<file path="src/sv/assert_macros.svh">
// Assertion helpers for the LZW decoder
`ifndef ASSERT_MACROS_SVH
`define ASSERT_MACROS_SVH

// same-cycle implication
`define AST_NOW(label, clk, rst, ante, cons) \
  label: assert property (@(posedge clk) disable iff (rst) (ante) |-> (cons)) \
    else $error("assertion failed");

// next-cycle implication
`define AST_NEXT(label, clk, rst, ante, cons) \
  label: assert property (@(posedge clk) disable iff (rst) (ante) |=> (cons)) \
    else $error("assertion failed");

`endif

</file>
<file path="src/sv/lzwd_pkg.sv">
// ---------------------------------------------------------------------------
// lzwd_pkg
// Types, constants and helpers shared by the LZW decoder modules.
// ---------------------------------------------------------------------------
package lzwd_pkg;

  localparam int MAX_CODE_WIDTH = 12;
  localparam int TABLE_DEPTH    = 4096;
  localparam int ADDR_W         = $clog2(TABLE_DEPTH);
  localparam int CODE_W         = MAX_CODE_WIDTH;
  localparam int NEXT_W         = CODE_W + 1;
  localparam int DEPTH_W        = ADDR_W + 1;
  localparam int BUF_W          = 24;
  localparam int HELD_W         = 5;
  localparam int MIN_WIDTH      = 9;
  localparam int TABLE_LIMIT    = (TABLE_DEPTH < (1 << MAX_CODE_WIDTH)) ?
                                  TABLE_DEPTH : (1 << MAX_CODE_WIDTH);
  localparam int CODE_CLEAR     = 256;
  localparam int CODE_END       = 257;
  localparam int FIRST_FREE     = 258;
  localparam int PUSH_MAX_HELD  = 16;

  typedef enum logic [1:0] {
    REQ_PUSH    = 2'd0,
    REQ_PULL    = 2'd1,
    REQ_RESTART = 2'd2,
    REQ_UNKNOWN = 2'd3
  } req_kind_t;

  typedef enum logic [2:0] {
    ST_BYTE     = 3'd0,
    ST_PUSH_OK  = 3'd1,
    ST_NEED     = 3'd2,
    ST_END      = 3'd3,
    ST_BAD_CODE = 3'd4,
    ST_REJECT   = 3'd5
  } status_t;

  typedef struct packed {
    logic [1:0] req_type;
    logic [7:0] in_byte;
    logic       last_byte;
  } req_t;

  typedef struct packed {
    logic [2:0] status;
    logic [7:0] out_byte;
    logic       last_of_string;
  } rsp_t;

  typedef enum logic [2:0] {
    S_IDLE,
    S_PULL,
    S_CLASS,
    S_WALK_A,
    S_WALK_B,
    S_POP
  } fsm_state_t;

  typedef struct packed {
    logic    push_byte;
    logic    restart;
    logic    take_code;
    logic    clear_tab;
    logic    set_fin;
    logic    start_walk;
    logic    walk_rd;
    logic    walk_step;
    logic    push_root;
    logic    pop_rd;
    logic    emit;
    status_t emit_status;
  } cmd_t;

  typedef struct packed {
    logic stack_empty;
    logic finished;
    logic input_ended;
    logic push_full;
    logic starved;
    logic code_clear;
    logic code_end;
    logic code_bad;
    logic cur_root;
  } sts_t;

  // code width is the bit length of next_code+1, clamped
  function automatic logic [HELD_W-1:0] code_width(input logic [NEXT_W-1:0] nc);
    logic [NEXT_W:0]       v;
    logic [HELD_W-1:0]     w;
    v = {1'b0, nc} + (NEXT_W+1)'(1);
    w = HELD_W'(MIN_WIDTH);
    for (int k = MIN_WIDTH + 1; k <= MAX_CODE_WIDTH; k++) begin
      if (v >= (NEXT_W+1)'(1 << (k - 1))) w = HELD_W'(k);
    end
    return w;
  endfunction

endpackage

</file>
<file path="src/sv/lzwd_ctrl.sv">
// ---------------------------------------------------------------------------
// lzwd_ctrl
// Sequencer: request dispatch, code fetch, string walk and byte pop.
// ---------------------------------------------------------------------------
module lzwd_ctrl (
  input  logic                clk,
  input  logic                rst,
  input  logic                req_valid,
  input  logic [1:0]          req_type,
  input  logic                out_free,
  input  lzwd_pkg::sts_t      sts,
  output logic                req_stall,
  output lzwd_pkg::cmd_t      cmd
);

  lzwd_pkg::fsm_state_t state, state_next;

  always_ff @(posedge clk) begin
    if (rst) begin
      state <= lzwd_pkg::S_IDLE;
    end else begin
      state <= state_next;
    end
  end

  always_comb begin
    cmd        = '0;
    state_next = state;
    req_stall  = 1'b1;
    unique case (state)
      lzwd_pkg::S_IDLE: begin
        req_stall = !out_free;
        if (req_valid && out_free) begin
          unique case (lzwd_pkg::req_kind_t'(req_type))
            lzwd_pkg::REQ_PUSH: begin
              cmd.emit = 1'b1;
              if (sts.push_full) begin
                cmd.emit_status = lzwd_pkg::ST_REJECT;
              end else begin
                cmd.push_byte   = 1'b1;
                cmd.emit_status = lzwd_pkg::ST_PUSH_OK;
              end
            end
            lzwd_pkg::REQ_PULL: begin
              state_next = lzwd_pkg::S_PULL;
            end
            lzwd_pkg::REQ_RESTART: begin
              cmd.restart     = 1'b1;
              cmd.emit        = 1'b1;
              cmd.emit_status = lzwd_pkg::ST_NEED;
            end
            default: begin
              cmd.emit        = 1'b1;
              cmd.emit_status = lzwd_pkg::ST_REJECT;
            end
          endcase
        end
      end
      lzwd_pkg::S_PULL: begin
        if (out_free) begin
          priority if (!sts.stack_empty) begin
            cmd.pop_rd = 1'b1;
            state_next = lzwd_pkg::S_POP;
          end else if (sts.finished) begin
            cmd.emit        = 1'b1;
            cmd.emit_status = lzwd_pkg::ST_END;
            state_next      = lzwd_pkg::S_IDLE;
          end else if (sts.starved) begin
            cmd.emit        = 1'b1;
            cmd.set_fin     = sts.input_ended;
            cmd.emit_status = sts.input_ended ? lzwd_pkg::ST_END : lzwd_pkg::ST_NEED;
            state_next      = lzwd_pkg::S_IDLE;
          end else begin
            cmd.take_code = 1'b1;
            state_next    = lzwd_pkg::S_CLASS;
          end
        end
      end
      lzwd_pkg::S_CLASS: begin
        if (out_free) begin
          priority if (sts.code_clear) begin
            cmd.clear_tab = 1'b1;
            state_next    = lzwd_pkg::S_PULL;
          end else if (sts.code_end || sts.code_bad) begin
            cmd.set_fin     = 1'b1;
            cmd.emit        = 1'b1;
            cmd.emit_status = sts.code_end ? lzwd_pkg::ST_END : lzwd_pkg::ST_BAD_CODE;
            state_next      = lzwd_pkg::S_IDLE;
          end else begin
            cmd.start_walk = 1'b1;
            state_next     = lzwd_pkg::S_WALK_A;
          end
        end
      end
      lzwd_pkg::S_WALK_A: begin
        if (sts.cur_root) begin
          cmd.push_root = 1'b1;
          state_next    = lzwd_pkg::S_PULL;
        end else begin
          cmd.walk_rd = 1'b1;
          state_next  = lzwd_pkg::S_WALK_B;
        end
      end
      lzwd_pkg::S_WALK_B: begin
        cmd.walk_step = 1'b1;
        state_next    = lzwd_pkg::S_WALK_A;
      end
      lzwd_pkg::S_POP: begin
        if (out_free) begin
          cmd.emit        = 1'b1;
          cmd.emit_status = lzwd_pkg::ST_BYTE;
          state_next      = lzwd_pkg::S_IDLE;
        end
      end
      default: begin
        state_next = lzwd_pkg::S_IDLE;
      end
    endcase
  end

endmodule

</file>
<file path="config.mk">
export PLATFORM = sky130hd
export DESIGN_NAME = lzwd_ctrl
export DESIGN_NICKNAME = d
export VERILOG_FILES = /design/src/sv/assert_macros.svh /design/src/sv/lzwd_pkg.sv /design/src/sv/lzwd_ctrl.sv
export SDC_FILE = /design/constraint.sdc
export NUM_CORES = 1
export LEC_CHECK = 0
export ABC_AREA = 0
export BUFFER_PORTS_ARGS = -buffer_cell sky130_fd_sc_hd__clkbuf_2
export CAP_MARGIN = 20
export CORE_MARGIN = 3
export CORE_UTILIZATION = 35
export DETAILED_ROUTE_END_ITERATION = 7
export PLACE_DENSITY = 0.65
export SYNTH_ARGS = -nofsm -noshare
export SYNTH_HDL_FRONTEND = slang
export SYNTH_SLANG_ARGS = --single-unit
</file>
<file path="constraint.sdc">
create_clock -name clk -period 3.3 [get_ports clk]
set_input_delay 0.66 -clock clk [delete_from_list [all_inputs] [get_ports clk]]
set_output_delay 0.66 -clock clk [all_outputs]
set_load 0.03 [all_outputs]
</file>
==> out/qor.csv <==
metric,value,unit
outcome,"finished, final reports clean",
Die ar.,0.00211,sq mm
crit path kind,in -> out,
post-synthesis simple-gate area fraction,50.6,%
Synth warnings,0,
die height,46.0,um
Biggest register,state,
# DRC,0,
Crit path buffers/inverters,3,
total number of vias,651,
Pre-Repair DR Iteration Count,3,
max reg flops,3,
Slowest cell on crit path,ha_1,
endpoints failing setup,0,
DR vias/cell,5.17,
routed wire length per instance,11.5,um
Fin. Hold Viols,0,
Final Wtd Congestion,0.791,
Adder-Cell Fraction of Synth Area,8.95,%
Setup Total Neg Slack,0,ns
core footprint,0.00140,sq mm
Worst Reg-to-Reg Cells,4,
CP Cell Sequence,"clkbuf_2, inv_1, ha_1, o21ai_0, a31oi_1, nor3_1, clkbuf_2",
startpoint types,input pin,
Max-Cap Viols,0,
top post-synthesis cells by area,"dfxtp_1 (11%), ha_1 (8.9%), and2_1 (6.7%)",
"FF+latch count, synth",3,
predominant post-synthesis flop cell,dfxtp_1,
Clock Skews,0.00375,ns
share of layout cells above drive strength 1,36.0,%
R2R Path End,state[1],
ys async rst share,0,%
HPWL after DPL,1190,um
"EDFF count, synth",0,
Syn Area/Cell,6.82,sq um
gr ovfl total,0,
CP arrival,1.81,ns
count of unique library cells instantiated by Yosys,33,
Post-Syn Area,559,sq um
Antenna Cells,0,
cell mode on critical path,clkbuf_2,
XOR/XNOR Fraction of Synth Area,0,%
Synth Area in Compound Gates,21.3,%
Hold WC Path Type,in -> reg,
CP max FO,3,
top post-synthesis cells by count,"nand2_1 (8), nor2_1 (7), a21oi_1 (6), and2_1 (6), nor3_1 (6)",
Antenna Nets Post-Route,0,
Syn Inst Count,82,
postcts setup bufs,0,
Worst-path clk slew,0.03,ns
Final Cycle Share,75.0,%
"Clk Latency, worst-skew pair",0.23,ns
I/O pin cnt,30,
CTS tree,done,
Syn Nets,101,
number of global-route vias before repair,578,
hold path start,rst,
P per Cell Area,233,mW/mm^2
Starting Density,40.0,%
biggest registers after layout,state: 3 flops,
Top delay family on crit path,buffers and inverters,
cts repair resizes,0,
"count leader, synth",nand2_1,
final net count,131,
FP Rows,13,
RSZ-0062 raised after global routing,false,
final WL,1450,um
port bufs,29,
H-tree Lvls,1,
mux contribution to synthesized area,0,%
Die X,46.0,um
Pins Over Slew Limit,0,
worst r2r src,state[1],
Total GRT Usage,15.3,%
"Seq/Total Area, Yosys",10.7,%
largest net degree at the start of global routing,14,
largest area contributor in the netlist,dfxtp_1,
Yosys top cell area share,10.7,%
Worst setup EP type,output pin,
DR iter-0 viols,6,
Worst Hold Path EP,state[0],
Static Leak,0.360,nW
Peak Freq,0.404,GHz
Sink Count,3,
Worst Tran Pin Value,0.451,ns
fin util,51.3,%
Worst EP required,2.64,ns
Root Driver,clkbuf_4,
r2r setup slk,1.91,ns
Peak VDD IR,197,uV
Area Growth Syn to Fin,28.2,%
Hold Path Stages,2,
largest family of logic cells by synthesized area,simple AND/OR/NAND/NOR gates,
Max clock buf depth,2,
Slew HR,69.9,%
Num CTS Buffers,3,
Period minus WS final,2.47,ns
initial antenna violation count,0,
first-pass GRT wire length,2420,um
slowest cell delay on critical path,0.31,ns
# hold bufs at CTS,0,
where the power goes:
part	internal [mW]	switching [mW]	total, mW	leakage [nW]
Clock	0.0452	0.0182	0.0635	0.0150
Sequential	0.0376	0.00336	0.0409	0.0243
Combinational	0.0253	0.0371	0.0624	0.321
Total	0.108	0.0587	0.167	0.360
worst register-to-register path: cells and delay by family (launching register included):
family           cells  cell delay (ns)
AND/OR/NAND/NOR      4             0.69
flip-flops           1             0.59
kinds of logic after synthesis:
family / count (synthesis)
flip-flops: 3
buffers and inverters: 8
AO/OA/AOI/OAI: 18
adder cells (fa/ha/maj): 4
AND/OR/NAND/NOR: 49
layout by cell type (no fill, tap or decap), drive strengths merged, types with 3 or more instances in the layout:
cell and n:
a21oi 6, nand3 4, dfxtp 3, nand2b 5
inv 4, nor2 8, nand2 8, clkbuf 33
o21ai 3, nor3 7, ha 4, and2 6
area by class of cell:
type	count	area [sq um]
timing repair buffer	29	145
fill	159	682
inverter	4	15.0
tap	15	18.8
clock buffer	4	26.3
sequential	3	60.1
multi-input combinational	71	452
routing by layer:
metal | share of wire (%) | global-route usage [%]
met2 | 44 | 23.1
met3 | 6.4 | 2.37
met5 | 0 | 0
met1 | 47 | 21.1
met4 | 1.8 | 6.82
how the worst max path moves through the flow:
stage	start	endpoint	slack, ns	cells after the start
after global placement	req_type[1]	cmd[3]	0.91	8
after CTS	req_type[0]	cmd[2]	0.84	7
after floorplan	req_type[0]	cmd[2]	0.74	5
final	req_type[0]	cmd[2]	0.83	7
after global routing	req_type[0]	cmd[2]	0.69	7
after detailed placement	req_type[0]	cmd[2]	0.84	7
metrics by stage:
stage | power (mW) | cells | worst slack (ns) | hold WS (ns) | instance area, sq um
after global routing | 0.181 | 126 | 0.687 | 0.624 | 717
after floorplan | 0.0842 | 82 | 0.739 | 0.619 | 559
after CTS | 0.171 | 126 | 0.836 | 0.615 | 717
after global placement | 0.103 | 122 | 0.905 | 0.640 | 691
final | 0.167 | 126 | 0.826 | 0.622 | 717
after detailed placement | 0.104 | 122 | 0.843 | 0.653 | 691
Power figures use the tool's default switching activity.
